[src/rtl/ibt_pkg.sv]
// Shared constants, codes and types of the indent and bracket tracker.
`timescale 1ns / 1ps
`default_nettype none
package ibt_pkg;

  localparam int INDENT_WIDTH_DEF  = 4;
  localparam int BRACKET_DEPTH_DEF = 16;
  localparam int INDENT_DEPTH_DEF  = 32;
  localparam int MAX_RUN           = 64;
  localparam int COL_W             = 8;
  localparam int COL_SPAN          = 1 << COL_W;

  localparam logic OP_LINE  = 1'b0;
  localparam logic OP_TOKEN = 1'b1;

  localparam logic [3:0] TK_ENDLINE     = 4'd1;
  localparam logic [3:0] TK_OPEN_PAREN  = 4'd2;
  localparam logic [3:0] TK_OPEN_BRACE  = 4'd5;
  localparam logic [3:0] TK_CLOSE_PAREN = 4'd6;
  localparam logic [3:0] TK_CLOSE_BRACE = 4'd9;

  typedef enum logic [1:0] {
    RK_NONE   = 2'd0,
    RK_INDENT = 2'd1,
    RK_DEDENT = 2'd2,
    RK_ERROR  = 2'd3
  } rkind_t;

  typedef enum logic [2:0] {
    ERR_NONE       = 3'd0,
    ERR_INDENT     = 3'd1,
    ERR_UNEXPECTED = 3'd2,
    ERR_MISMATCH   = 3'd3,
    ERR_CLOSE_COL  = 3'd4,
    ERR_CONTENT    = 3'd5,
    ERR_OVERFLOW   = 3'd6
  } err_t;

  typedef struct packed {
    logic [1:0]       kind;
    logic [COL_W-1:0] column;
    logic             hanging;
  } bentry_t;

  // Marks every depth that is a whole number of indent steps.
  function automatic logic [COL_SPAN-1:0] multiple_mask(input int w);
    logic [COL_SPAN-1:0] m;
    int                  i;
    m = '0;
    for (i = 0; i < COL_SPAN; i = i + w) begin
      m[i] = 1'b1;
    end
    return m;
  endfunction

endpackage
`default_nettype wire

[src/rtl/ibt_in_if.sv]
// Input event channel of the indent and bracket tracker.
`timescale 1ns / 1ps
`default_nettype none
interface ibt_in_if;
  import ibt_pkg::*;

  logic             valid;
  logic             ready;
  logic             operation;
  logic [3:0]       token_kind;
  logic [COL_W-1:0] column;

  modport source (output valid, operation, token_kind, column, input ready);
  modport sink   (input valid, operation, token_kind, column, output ready);
endinterface
`default_nettype wire

[src/rtl/ibt_out_if.sv]
// Result channel of the indent and bracket tracker.
`timescale 1ns / 1ps
`default_nettype none
interface ibt_out_if;
  import ibt_pkg::*;

  logic       valid;
  logic       ready;
  logic [1:0] result_kind;
  logic [2:0] error_code;
  logic       last;

  modport source (output valid, result_kind, error_code, last, input ready);
  modport sink   (input valid, result_kind, error_code, last, output ready);
endinterface
`default_nettype wire

[src/rtl/indent_bracket_tracker.sv]
// Offside-rule indentation and bracket tracker: top level.
// An event is taken in S_IDLE and handled in S_EXEC once the output slot is free; the next
// waits for S_IDLE again. A close that leaves brackets open adds S_BFILL, each popped
// level S_POP and S_POP_LD; an INDENT or DEDENT run gives one beat a cycle unless stalled.
// Each stack is read through one registered memory port. Reset (synchronous, rst_n low) sets
// the indent count to 1 and clears the bracket count, flags, the halt and the output valid.
`timescale 1ns / 1ps
`default_nettype none
module indent_bracket_tracker #(
  parameter int INDENT_WIDTH  = ibt_pkg::INDENT_WIDTH_DEF,
  parameter int BRACKET_DEPTH = ibt_pkg::BRACKET_DEPTH_DEF,
  parameter int INDENT_DEPTH  = ibt_pkg::INDENT_DEPTH_DEF
) (
  input  wire logic clk,
  input  wire logic rst_n,
  ibt_in_if.sink    in_ch,
  ibt_out_if.source out_ch
);
  import ibt_pkg::*;

  // Widths of the stack counts (which must hold the depth), the indexes and the run count.
  localparam int BCW   = $clog2(BRACKET_DEPTH + 1);
  localparam int BIW   = $clog2(BRACKET_DEPTH);
  localparam int ICW   = $clog2(INDENT_DEPTH + 1);
  localparam int IIW   = $clog2(INDENT_DEPTH);
  localparam int CNT_W = $clog2(MAX_RUN);

  localparam logic [COL_W-1:0]    W_STEP    = COL_W'(INDENT_WIDTH);
  localparam logic [COL_SPAN-1:0] MULT_MASK = multiple_mask(INDENT_WIDTH);

  typedef enum logic [2:0] {
    S_IDLE,
    S_EXEC,
    S_POP,
    S_POP_LD,
    S_EMIT,
    S_BFILL
  } state_t;

  // Sequencer and latched event.
  state_t           state_r, state_nxt;
  logic             op_r, op_nxt;
  logic [3:0]       kind_r, kind_nxt;
  logic [COL_W-1:0] col_r, col_nxt;
  logic             halted_r, halted_nxt;

  // Tracker state. The top entry of each stack is cached in registers; the
  // memories behind them are written through and read only to refill a cache
  // after a pop.
  logic [BCW-1:0]   bcount_r, bcount_nxt;
  logic [ICW-1:0]   icount_r, icount_nxt;
  logic [COL_W-1:0] top_r, top_nxt;
  bentry_t          btop_r, btop_nxt;
  logic             mh_r, mh_nxt;
  logic             cce_r, cce_nxt;

  // Run generator: the remaining distance is counted down by one indent step per emitted beat.
  logic [COL_W-1:0] rem_r, rem_nxt;
  logic [CNT_W-1:0] cnt_r, cnt_nxt;
  rkind_t           run_kind_r, run_kind_nxt;
  logic             run_last;

  // Output register.
  logic             ov_r, ov_nxt;
  rkind_t           ok_r, ok_nxt;
  err_t             oe_r, oe_nxt;
  logic             ol_r, ol_nxt;
  logic             slot_free;

  // Indent level memory: entry zero is the base level and is never written,
  // so a read of it is forced to zero.
  logic [COL_W-1:0] imem [INDENT_DEPTH];
  logic             iwe;
  logic [IIW-1:0]   iwaddr;
  logic [IIW-1:0]   iraddr;
  logic [COL_W-1:0] irdata_r;
  logic             izero_r, izero_nxt;

  // Bracket record memory.
  bentry_t          bmem [BRACKET_DEPTH];
  logic             bwe;
  logic [BIW-1:0]   bwaddr;
  bentry_t          bwdata;
  logic [BIW-1:0]   braddr;
  bentry_t          brdata_r;

  // Event decode. Kinds above the last close fall through as ordinary tokens.
  logic             is_open;
  logic             is_close;
  logic             is_endline;
  logic [3:0]       open_off;
  logic [3:0]       close_off;
  logic [COL_W:0]   content_col;
  logic [COL_W-1:0] open_col;
  logic             close_col_bad;

  assign is_open    = (kind_r >= TK_OPEN_PAREN) && (kind_r <= TK_OPEN_BRACE);
  assign is_close   = (kind_r >= TK_CLOSE_PAREN) && (kind_r <= TK_CLOSE_BRACE);
  assign is_endline = (kind_r == TK_ENDLINE);
  assign open_off   = kind_r - TK_OPEN_PAREN;
  assign close_off  = kind_r - TK_CLOSE_PAREN;

  // A hanging bracket wants its content at the stored column, a wrapped one
  // one indent step in from it.
  assign content_col = {1'b0, btop_r.column} +
                       (btop_r.hanging ? '0 : {1'b0, W_STEP});
  // The stored column is one past the bracket, saturating at the right edge.
  assign open_col    = (col_r == '1) ? col_r : col_r + COL_W'(1);
  assign close_col_bad = btop_r.hanging ? (col_r < btop_r.column)
                                        : (col_r != btop_r.column);

  assign run_last  = (rem_r == W_STEP) || (cnt_r == CNT_W'(MAX_RUN - 1));
  assign slot_free = !ov_r || out_ch.ready;

  assign in_ch.ready        = (state_r == S_IDLE);
  assign out_ch.valid       = ov_r;
  assign out_ch.result_kind = ok_r;
  assign out_ch.error_code  = oe_r;
  assign out_ch.last        = ol_r;

  always_comb begin
    state_nxt    = state_r;
    op_nxt       = op_r;
    kind_nxt     = kind_r;
    col_nxt      = col_r;
    halted_nxt   = halted_r;
    bcount_nxt   = bcount_r;
    icount_nxt   = icount_r;
    top_nxt      = top_r;
    btop_nxt     = btop_r;
    mh_nxt       = mh_r;
    cce_nxt      = cce_r;
    rem_nxt      = rem_r;
    cnt_nxt      = cnt_r;
    run_kind_nxt = run_kind_r;
    izero_nxt    = izero_r;
    ov_nxt       = ov_r && !out_ch.ready;
    ok_nxt       = ok_r;
    oe_nxt       = oe_r;
    ol_nxt       = ol_r;
    iwe          = 1'b0;
    iwaddr       = IIW'(icount_r);
    iraddr       = '0;
    bwe          = 1'b0;
    bwaddr       = '0;
    bwdata       = btop_r;
    braddr       = '0;

    case (state_r)
      S_IDLE: begin
        if (in_ch.valid) begin
          op_nxt   = in_ch.operation;
          kind_nxt = in_ch.token_kind;
          col_nxt  = in_ch.column;
          // Once halted, every beat is taken and dropped.
          if (!halted_r) begin
            state_nxt = S_EXEC;
          end
        end
      end

      S_EXEC: begin
        if (slot_free) begin
          // Default outcome: a single plain acceptance beat.
          ov_nxt    = 1'b1;
          ok_nxt    = RK_NONE;
          oe_nxt    = ERR_NONE;
          ol_nxt    = 1'b1;
          state_nxt = S_IDLE;
          if (op_r == OP_LINE) begin
            if (bcount_r != '0) begin
              if ({1'b0, col_r} != content_col) begin
                cce_nxt = 1'b1;
              end
            end else if (!MULT_MASK[col_r]) begin
              ok_nxt     = RK_ERROR;
              oe_nxt     = ERR_INDENT;
              halted_nxt = 1'b1;
            end else if (col_r < top_r) begin
              ov_nxt       = ov_r && !out_ch.ready;
              rem_nxt      = top_r - col_r;
              cnt_nxt      = '0;
              run_kind_nxt = RK_DEDENT;
              state_nxt    = S_POP;
            end else if (col_r > top_r) begin
              if (icount_r == ICW'(INDENT_DEPTH)) begin
                ok_nxt     = RK_ERROR;
                oe_nxt     = ERR_OVERFLOW;
                halted_nxt = 1'b1;
              end else begin
                ov_nxt       = ov_r && !out_ch.ready;
                iwe          = 1'b1;
                top_nxt      = col_r;
                icount_nxt   = icount_r + ICW'(1);
                rem_nxt      = col_r - top_r;
                cnt_nxt      = '0;
                run_kind_nxt = RK_INDENT;
                state_nxt    = S_EMIT;
              end
            end
          end else if (is_open) begin
            if (bcount_r == BCW'(BRACKET_DEPTH)) begin
              ok_nxt     = RK_ERROR;
              oe_nxt     = ERR_OVERFLOW;
              halted_nxt = 1'b1;
            end else begin
              btop_nxt.kind    = open_off[1:0];
              btop_nxt.column  = open_col;
              btop_nxt.hanging = 1'b1;
              bwe        = 1'b1;
              bwaddr     = BIW'(bcount_r);
              bwdata     = btop_nxt;
              bcount_nxt = bcount_r + BCW'(1);
              mh_nxt     = 1'b1;
            end
          end else if (is_close) begin
            if (bcount_r == '0) begin
              ok_nxt     = RK_ERROR;
              oe_nxt     = ERR_UNEXPECTED;
              halted_nxt = 1'b1;
            end else if (btop_r.kind != close_off[1:0]) begin
              ok_nxt     = RK_ERROR;
              oe_nxt     = ERR_MISMATCH;
              halted_nxt = 1'b1;
            end else if (close_col_bad) begin
              ok_nxt     = RK_ERROR;
              oe_nxt     = ERR_CLOSE_COL;
              halted_nxt = 1'b1;
            end else begin
              cce_nxt    = 1'b0;
              mh_nxt     = 1'b0;
              bcount_nxt = bcount_r - BCW'(1);
              if (bcount_r > BCW'(1)) begin
                braddr    = BIW'(bcount_r - BCW'(2));
                state_nxt = S_BFILL;
              end
            end
          end else if ((bcount_r != '0) && mh_r && is_endline) begin
            // Line break straight after an open bracket: the bracket wraps
            // and takes the current indent level as its column.
            btop_nxt.hanging = 1'b0;
            btop_nxt.column  = top_r;
            bwe    = 1'b1;
            bwaddr = BIW'(bcount_r - BCW'(1));
            bwdata = btop_nxt;
            mh_nxt = 1'b0;
          end else if ((bcount_r != '0) && cce_r) begin
            ok_nxt     = RK_ERROR;
            oe_nxt     = ERR_CONTENT;
            halted_nxt = 1'b1;
          end else begin
            mh_nxt = 1'b0;
          end
        end
      end

      S_POP: begin
        // Pop levels deeper than the new line, one per read of the memory.
        if ((icount_r > ICW'(1)) && (top_r > col_r)) begin
          iraddr    = IIW'(icount_r - ICW'(2));
          izero_nxt = (icount_r == ICW'(2));
          state_nxt = S_POP_LD;
        end else begin
          // Dedent to a depth between levels: the depth becomes a level if the stack has room.
          if ((top_r < col_r) && (icount_r < ICW'(INDENT_DEPTH))) begin
            iwe        = 1'b1;
            top_nxt    = col_r;
            icount_nxt = icount_r + ICW'(1);
          end
          state_nxt = S_EMIT;
        end
      end

      S_POP_LD: begin
        top_nxt    = izero_r ? '0 : irdata_r;
        icount_nxt = icount_r - ICW'(1);
        state_nxt  = S_POP;
      end

      S_EMIT: begin
        if (slot_free) begin
          ov_nxt  = 1'b1;
          ok_nxt  = run_kind_r;
          oe_nxt  = ERR_NONE;
          ol_nxt  = run_last;
          rem_nxt = rem_r - W_STEP;
          cnt_nxt = cnt_r + CNT_W'(1);
          if (run_last) begin
            state_nxt = S_IDLE;
          end
        end
      end

      S_BFILL: begin
        btop_nxt  = brdata_r;
        state_nxt = S_IDLE;
      end

      default: begin
        state_nxt = S_IDLE;
      end
    endcase
  end

  always_ff @(posedge clk) begin
    if (!rst_n) begin
      state_r  <= S_IDLE;
      halted_r <= 1'b0;
      bcount_r <= '0;
      icount_r <= ICW'(1);
      top_r    <= '0;
      mh_r     <= 1'b0;
      cce_r    <= 1'b0;
      ov_r     <= 1'b0;
    end else begin
      state_r  <= state_nxt;
      halted_r <= halted_nxt;
      bcount_r <= bcount_nxt;
      icount_r <= icount_nxt;
      top_r    <= top_nxt;
      mh_r     <= mh_nxt;
      cce_r    <= cce_nxt;
      ov_r     <= ov_nxt;
    end
    op_r       <= op_nxt;
    kind_r     <= kind_nxt;
    col_r      <= col_nxt;
    btop_r     <= btop_nxt;
    rem_r      <= rem_nxt;
    cnt_r      <= cnt_nxt;
    run_kind_r <= run_kind_nxt;
    izero_r    <= izero_nxt;
    ok_r       <= ok_nxt;
    oe_r       <= oe_nxt;
    ol_r       <= ol_nxt;
  end

  always_ff @(posedge clk) begin
    if (iwe) begin
      imem[iwaddr] <= col_r;
    end
    irdata_r <= imem[iraddr];
  end

  always_ff @(posedge clk) begin
    if (bwe) begin
      bmem[bwaddr] <= bwdata;
    end
    brdata_r <= bmem[braddr];
  end

endmodule
`default_nettype wire

[src/flat_wrapper.sv]
// flat-port wrapper written by rule: the top's interface ports become plain ports
module indent_bracket_tracker_flat import ibt_pkg::*;
#(
  parameter int INDENT_WIDTH  = ibt_pkg::INDENT_WIDTH_DEF,
  parameter int BRACKET_DEPTH = ibt_pkg::BRACKET_DEPTH_DEF,
  parameter int INDENT_DEPTH  = ibt_pkg::INDENT_DEPTH_DEF
)
  (clk, rst_n, in_ch_valid, in_ch_operation, in_ch_token_kind, in_ch_column, in_ch_ready, out_ch_valid, out_ch_result_kind, out_ch_error_code, out_ch_last, out_ch_ready);
  ibt_in_if in_ch_i ();
  ibt_out_if out_ch_i ();
  input  wire logic clk;
  input  wire logic rst_n;
  input wire logic [$bits(in_ch_i.valid)-1:0] in_ch_valid;
  input wire logic [$bits(in_ch_i.operation)-1:0] in_ch_operation;
  input wire logic [$bits(in_ch_i.token_kind)-1:0] in_ch_token_kind;
  input wire logic [$bits(in_ch_i.column)-1:0] in_ch_column;
  output wire logic [$bits(in_ch_i.ready)-1:0] in_ch_ready;
  output wire logic [$bits(out_ch_i.valid)-1:0] out_ch_valid;
  output wire logic [$bits(out_ch_i.result_kind)-1:0] out_ch_result_kind;
  output wire logic [$bits(out_ch_i.error_code)-1:0] out_ch_error_code;
  output wire logic [$bits(out_ch_i.last)-1:0] out_ch_last;
  input wire logic [$bits(out_ch_i.ready)-1:0] out_ch_ready;
  assign in_ch_i.valid = in_ch_valid;
  assign in_ch_i.operation = in_ch_operation;
  assign in_ch_i.token_kind = in_ch_token_kind;
  assign in_ch_i.column = in_ch_column;
  assign in_ch_ready = in_ch_i.ready;
  assign out_ch_valid = out_ch_i.valid;
  assign out_ch_result_kind = out_ch_i.result_kind;
  assign out_ch_error_code = out_ch_i.error_code;
  assign out_ch_last = out_ch_i.last;
  assign out_ch_i.ready = out_ch_ready;
  indent_bracket_tracker #(.INDENT_WIDTH(INDENT_WIDTH), .BRACKET_DEPTH(BRACKET_DEPTH), .INDENT_DEPTH(INDENT_DEPTH)) u_core (.clk(clk), .rst_n(rst_n), .in_ch(in_ch_i), .out_ch(out_ch_i));
endmodule
[config.mk]
export PLATFORM = sky130hd
export DESIGN_NAME = indent_bracket_tracker_flat
export DESIGN_NICKNAME = d
export VERILOG_FILES = /design/src/rtl/ibt_pkg.sv /design/src/rtl/ibt_in_if.sv /design/src/rtl/ibt_out_if.sv /design/src/rtl/indent_bracket_tracker.sv /design/src/flat_wrapper.sv
export SDC_FILE = /design/constraint.sdc
export NUM_CORES = 1
export LEC_CHECK = 0
export ABC_CLOCK_PERIOD_IN_PS = 4800
export BUFFER_PORTS_ARGS = -buffer_cell sky130_fd_sc_hd__buf_2
export CAP_MARGIN = 20
export CORE_ASPECT_RATIO = 0.7
export CORE_MARGIN = 2
export CORE_UTILIZATION = 32
export CTS_BUF_LIST = sky130_fd_sc_hd__clkbuf_4
export DETAILED_ROUTE_END_ITERATION = 12
export MAX_ROUTING_LAYER = met4
export SLEW_MARGIN = 5
export SYNTH_ARGS = -nofsm -noshare
export SYNTH_HDL_FRONTEND = slang
export SYNTH_SLANG_ARGS = --single-unit
[constraint.sdc]
create_clock -name clk -period 4.8 [get_ports clk]
set_input_delay 0.48 -clock clk [delete_from_list [all_inputs] [get_ports clk]]
set_output_delay 0.48 -clock clk [all_outputs]
set_load 0.01 [all_outputs]
==> metrics.cfg, run 1 <==
[critical_path]
worstPathMaxFanout = 35
cp.required_ns = 5.58
worstSetupPathType = flip-flop to flip-flop
arrival_ns = 4.77
crit_path_end_kind = flip-flop
worst_setup_path_start_kind = flip-flop

[die]
fp.coreArea_um2 = 72000
die_y_um = 230
start_util_pct = 32.5
ios = 25
num_rows = 82
die_area_um2 = 75400
die_w_um = 327

[synthesis]
synth_flop_cell = edfxtp_1
syn_nets = 1783
avgSynthCellArea_um2 = 13.6
yosysWarnings = 0
yosys_register_bits = 525
synthDistinctLibCells = 89
yosysSeqAreaShare_pct = 65.3
synth-edff-count = 479
async_flop_share_pct = 0
syn_area_um2 = 23400
synthCells = 1719

[cts]
cts_tree = done
root_buffer = clkbuf_4
clk_path_buf_depth = 3
clk_pin_slew_ns = 0.06
clk_latency_ns = 1.02
cts_made_buffers = 136
htreeDepth = 4
clock_sinks = 525

[routing]
drt-total-wl_um = 65300
viasPerCell = 5.35
ant_nets = 0
wire_per_inst_um = 22.4
drt_iter0_drc = 1937
post-route-drc-count = 0
vias = 15600
drtPass1Iterations = 6

[timing]
slew_viol_final = 0
finClkSkew_ns = 0.0771
worst_pin_slew_ns = 1.11
tns_ns = 0
fmaxAchievable_ghz = 0.251
slew_headroom_pct = 25.7
rsz0062_at_grt = false
post-route-period-util_pct = 83.1
fin_crit_ns = 3.99
setup_violations = 0
hold_violations = 0

[grt]
grt_pass1_vias = 15200
grt_max_degree = 45
grt_first_pass_wirelength_um = 97000
antenna_found_initial = 6
grt_overflow = 0
grtUsageTotal_pct = 17.7

[pwr]
p_leak_nw = 9.16
power_density_nw_per_um2 = 363
vdd_drop_max_mv = 0.201
p_total_mw = 9.67

[placed_design]
dp_hpwl_um = 43100
finalWeightedCongestion = 0.932
portBuffers = 24

[final_layout]
syn2layout_area_growth_pct = 13.6
fin_nets = 1915
fill_cells = 6968
drive_above_1_share_pct = 19.2

[run]
maxCapViolCount = 0

[status]
outcome = completed

[worst_hold_path]
holdCritPathClass = primary input to flip-flop

[layout make-up]
cell class              instances  area [µm²]  area share (%)
diodes                          8        20.0          0.0752
clock buffers                 198        1490            5.58
clock inverters                35         225           0.846
inverters                      54         203           0.761
multi-input cells            1040        7490            28.1
flip-flops and latches        525       15300            57.5
well taps                     966        1210            4.54
repair buffers                 94         683            2.57
[metrics by stage]
step / area [µm²] / utilization (%) / std cells / hold WS [ns] / worst slack (ns)
finish: 26600 / 37.0 / 2920 / 0.181 / 0.810
global route: 26600 / 37.0 / 2915 / 0.212 / 0.591
CTS: 26600 / 36.9 / 2912 / 0.107 / 0.832
detailed placement: 24700 / 34.4 / 2664 / 0.460 / 0.875
global placement: 24700 / 34.4 / 2664 / 0.450 / 0.935
floorplan: 23400 / - / 1719 / 0.441 / 1.16
[sequential cells by signal, summed over array words and instances (netlist names), 2 cells and up, named ones only]
| register | cells |
|---|---|
| u_core.imem | 256 |
| u_core.bmem | 176 |
| u_core.brdata_r | 11 |
| u_core.btop_r | 11 |
| u_core.col_r | 8 |
| u_core.irdata_r | 8 |
| u_core.rem_r | 8 |
| u_core.top_r | 8 |
| u_core.cnt_r | 6 |
| u_core.icount_r | 6 |
| u_core.bcount_r | 5 |
| u_core.kind_r | 4 |
| u_core.out_ch.error_code | 3 |
| u_core.state_r | 3 |
| u_core.out_ch.result_kind | 2 |
| u_core.run_kind_r | 2 |
[path summary, 6_finish.rpt]
check                     startpoint                  end  slack (ns)  depth (start not counted)
setup / recovery  u_core.icount_r[0]   u_core.irdata_r[5]        0.81                         10
hold / removal          out_ch_ready  u_core.out_ch.valid        0.18                          4
setup reg to reg  u_core.icount_r[0]   u_core.irdata_r[5]        0.81                         10
hold reg to reg      u_core.halted_r      u_core.halted_r        0.47                          1
[per-layer routing]
layer | vias up | GRT usage, % | wire length [µm]
li1 | 6996 | - | -
met3 | 71 | 4.45 | 6730
met2 | 812 | 22.4 | 25800
met4 | 0 | 5.06 | 892
met1 | 7751 | 27.3 | 31900
met5 | - | - | 0
[critical path, cell delays in order, from the launching register on]
cell      delay, ns
dfxtp_4        0.74
inv_1          0.25
ha_1           0.31
nor2_1         0.12
o22a_1         0.29
o211ai_2       0.43
buf_4          0.37
nor2_4         0.30
o221ai_1       0.27
a41oi_1        0.47
o221ai_1       0.24
[report_power, final]
part / leakage, nW / switching, mW / internal [mW] / total, mW
clock: 1.02 / 1.84 / 2.01 / 3.85
sequential: 4.70 / 0.0417 / 5.06 / 5.10
combinational: 3.43 / 0.494 / 0.229 / 0.723
total: 9.16 / 2.37 / 7.30 / 9.67
[logic make-up after synthesis]
| logic type | Yosys count | synth area share [%] |
|---|---|---|
| xor+xnor | 37 | 1.38 |
| compound gates | 420 | 12.5 |
| flops | 525 | 65.3 |
| buf+inv | 154 | 2.85 |
| simple gates | 421 | 9.05 |
| fa+ha+maj | 47 | 2.57 |
| mux | 115 | 6.33 |
[placed cells by master (no fill, tap or decap), types with 14 or more instances in the layout]
master         Yosys  final
inv_1             52     52
o21a_1            14     14
mux4_2            24     24
and2_1            37     37
nor2_1           135    135
mux2i_1           65     65
ha_1              45     45
dlygate4sd3_1      0     15
edfxtp_1         479    479
buf_2             19     24
o221ai_1          49     49
o21ai_0           85     78
nand2b_1          17     17
mux2_2            26     26
xnor2_1           26     26
a31oi_1           17     17
a21oi_1           70     70
nand2_1          100    100
buf_4              3     55
nand3_1           32     32
a211oi_1          48     48
clkinv_1           1     21
nor3_1            23     23
o211ai_1          34     34
dfxtp_1           46     44
clkbuf_4           0    198
[synth_stat cells, types with 32 or more instances]
cell      instances  area (µm²)
o211ai_1         34         255
a21oi_1          70         350
o21ai_0          85         425
nor2_1          135         507
o221ai_1         49         429
and2_1           37         231
inv_1            52         195
ha_1             45         563
nand3_1          32         160
a211oi_1         48         360
dfxtp_1          46         921
nand2_1         100         375
mux2i_1          65         651
clkbuf_1         62         233
edfxtp_1        479       14400
[repair_timing]
| action | in CTS | in global routing |
|---|---|---|
| gates resized for setup | 0 | 0 |
| setup buffers | 0 | 0 |
| endpoints found under the hold margin | 16 | 0 |
| hold buffers | 15 | 0 |
Power figures use the tool's default switching activity.
==> run 2, diff against run 1 <==
--- a/config.mk
+++ b/config.mk
@@ -5,7 +5,7 @@
 export SDC_FILE = /design/constraint.sdc
 export NUM_CORES = 1
 export LEC_CHECK = 0
-export ABC_CLOCK_PERIOD_IN_PS = 4800
+export ABC_CLOCK_PERIOD_IN_PS = 4100
 export BUFFER_PORTS_ARGS = -buffer_cell sky130_fd_sc_hd__buf_2
 export CAP_MARGIN = 20
 export CORE_ASPECT_RATIO = 0.7
==> constraint.sdc (replaced) <==
create_clock -name clk -period 4.1 [get_ports clk]
set_input_delay 0.41 -clock clk [delete_from_list [all_inputs] [get_ports clk]]
set_output_delay 0.41 -clock clk [all_outputs]
set_load 0.01 [all_outputs]
==> run 2 against run 1 <==
Compared with the run above: flip-flop and latch count is the same; critical path depth shrank 1; sequential power grew 17%; critical path type unchanged.
==> metrics.cfg, run 2 (same netlist as run 1, synthesis figures left out) <==
[routing]
wire_per_inst_um = 22.0
drt-total-wl_um = 64400
vias = 15700
drtPass1Iterations = 7
ant_nets = 0
viasPerCell = 5.37
drt_iter0_drc = 1981
post-route-drc-count = 0

[cts]
htreeDepth = 4
cts_tree = done
cts_made_buffers = 134
cts_setup_buffers = 0
clk_latency_ns = 0.97
clock_sinks = 525
root_buffer = clkbuf_4
clk_pin_slew_ns = 0.06
clk_path_buf_depth = 3

[pwr]
intPower_mw = 8.55
p_sw_mw = 2.80
switching_share_pct = 24.6
p_leak_nw = 9.23
p_seq_share_pct = 52.6
power.share.clock_pct = 39.8
power_density_nw_per_um2 = 424
pwr-share-comb_pct = 7.6
vdd_drop_max_mv = 0.235
p_total_mw = 11.3

[grt]
grt_max_degree = 66
grt_pass1_vias = 15300
grtUsageTotal_pct = 17.6
antenna_found_initial = 3
grt_overflow = 0
grt_first_pass_wirelength_um = 96400

[critical_path]
crit_path_end_kind = flip-flop
cp.required_ns = 4.67
rrSetupSlack_ns = 0.34
worst_setup_path_start_kind = flip-flop
arrival_ns = 4.32
worstPathMaxFanout = 9
worstSetupPathType = flip-flop to flip-flop

[die]
fp.coreArea_um2 = 72000
ios = 25
die_y_um = 230
die_area_um2 = 75400
num_rows = 82
die_w_um = 327
start_util_pct = 32.5

[final_layout]
mostFrequentLayoutCell = edfxtp_1
syn2layout_area_growth_pct = 14.1
most-common-layout-cells = 479 x edfxtp_1, 192 x clkbuf_4, 135 x nor2_1
fill_cells = 6858
regMostFlops = u_core.imem
largest_reg_flops = 256
top_regs = u_core.imem x256, u_core.bmem x176
fin_nets = 1930
drive_above_1_share_pct = 19.7
postLayoutCoreUtil_pct = 37.1

[timing]
worst_pin_slew_ns = 1.07
rsz0062_at_grt = false
setup_violations = 0
post-route-period-util_pct = 91.6
finClkSkew_ns = 0.0856
hold_violations = 0
slew_headroom_pct = 29.0
slew_viol_final = 0
tns_ns = 0
layout_setup_ws_ns = 0.342
fin_crit_ns = 3.76
fmaxAchievable_ghz = 0.266

[worst_hold_path]
holdCritPathClass = primary input to flip-flop

[status]
outcome = completed

[placed_design]
portBuffers = 24
dp_hpwl_um = 43000
dpl_worst_slack_ns = 0.340
finalWeightedCongestion = 0.919

[run]
maxCapViolCount = 0

==> run 2: cell count changes in the layout (fill, tap and decap cells not counted), sizes merged <==
cell      previous run  this run
bufinv               2         3
diode                8         4
inv                 61        58
buf                 79        96
clkinv              25        29
clkbuf             198       192
clkinvlp             1         4
==> run 2: timing repair <==
action / 4_1_cts / 5_1_grt
gates resized for setup: 0 / 0
endpoints found under the setup margin: 0 / 0
hold buffers: 15 / 0
endpoints found under the hold margin: 32 / 0
==> run 2: path summary, 6_finish.rpt <==
kind,startpoint,end,cells after the start
worst min-delay path,out_ch_ready,u_core.out_ch.valid,4
worst max register to register,u_core.col_r[6],u_core.imem[19][3],9
worst max-delay path,u_core.col_r[6],u_core.imem[19][3],9
worst min register to register,u_core.halted_r,u_core.halted_r,1
==> run 2: per-layer routing <==
layer | part of all wire (%) | vias to the layer above | GRT usage [%]
met4 | 1.6 | 0 | 4.96
met2 | 39 | 800 | 22.2
met1 | 48 | 7808 | 26.5
li1 | - | 7036 | -
met3 | 11 | 95 | 5.31
met5 | 0 | - | -
==> run 2: area by class of cell <==
| type | count | area (µm²) | share of cell area (%) |
|---|---|---|---|
| antenna | 4 | 10.0 | 0.0374 |
| clock buffer | 192 | 1440 | 5.39 |
| clock inverter | 40 | 260 | 0.973 |
| inverter | 54 | 203 | 0.758 |
| multi-input combinational | 1040 | 7490 | 28.0 |
| sequential | 525 | 15300 | 57.3 |
| tap | 966 | 1210 | 4.52 |
| timing repair buffer | 111 | 811 | 3.03 |
==> run 2: critical path, cell delays in order (launching register included) <==
cell	delay, ns
edfxtp_1	0.40
ha_1	0.50
nand4_2	0.27
a21o_1	0.32
nand2_2	0.16
inv_2	0.12
or3_4	0.42
o32ai_4	0.32
nand2_4	0.23
nor2_1	0.63
==> run 2: metrics by stage <==
| step | hold WS [ns] | area [µm²] | instances |
|---|---|---|---|
| after floorplan | 0.441 | 23400 | 1719 |
| after global placement | 0.451 | 24900 | 2678 |
| after detailed placement | 0.454 | 24900 | 2678 |
| after CTS | 0.0100 | 26700 | 2925 |
| after global routing | 0.0899 | 26700 | 2929 |
| final | 0.107 | 26700 | 2932 |
==> run 2: power groups by stage <==
| stage | Clock, mW | Combinational (mW) | Sequential (mW) |
|---|---|---|---|
| CTS | 4.62 | 0.850 | 5.96 |
| detailed placement | 0 | 0.836 | 6.08 |
| finish | 4.52 | 0.864 | 5.96 |
| global route | 4.90 | 0.931 | 5.96 |
| global placement | 0 | 0.826 | 6.08 |
| floorplan | 0 | 0.474 | 6.10 |
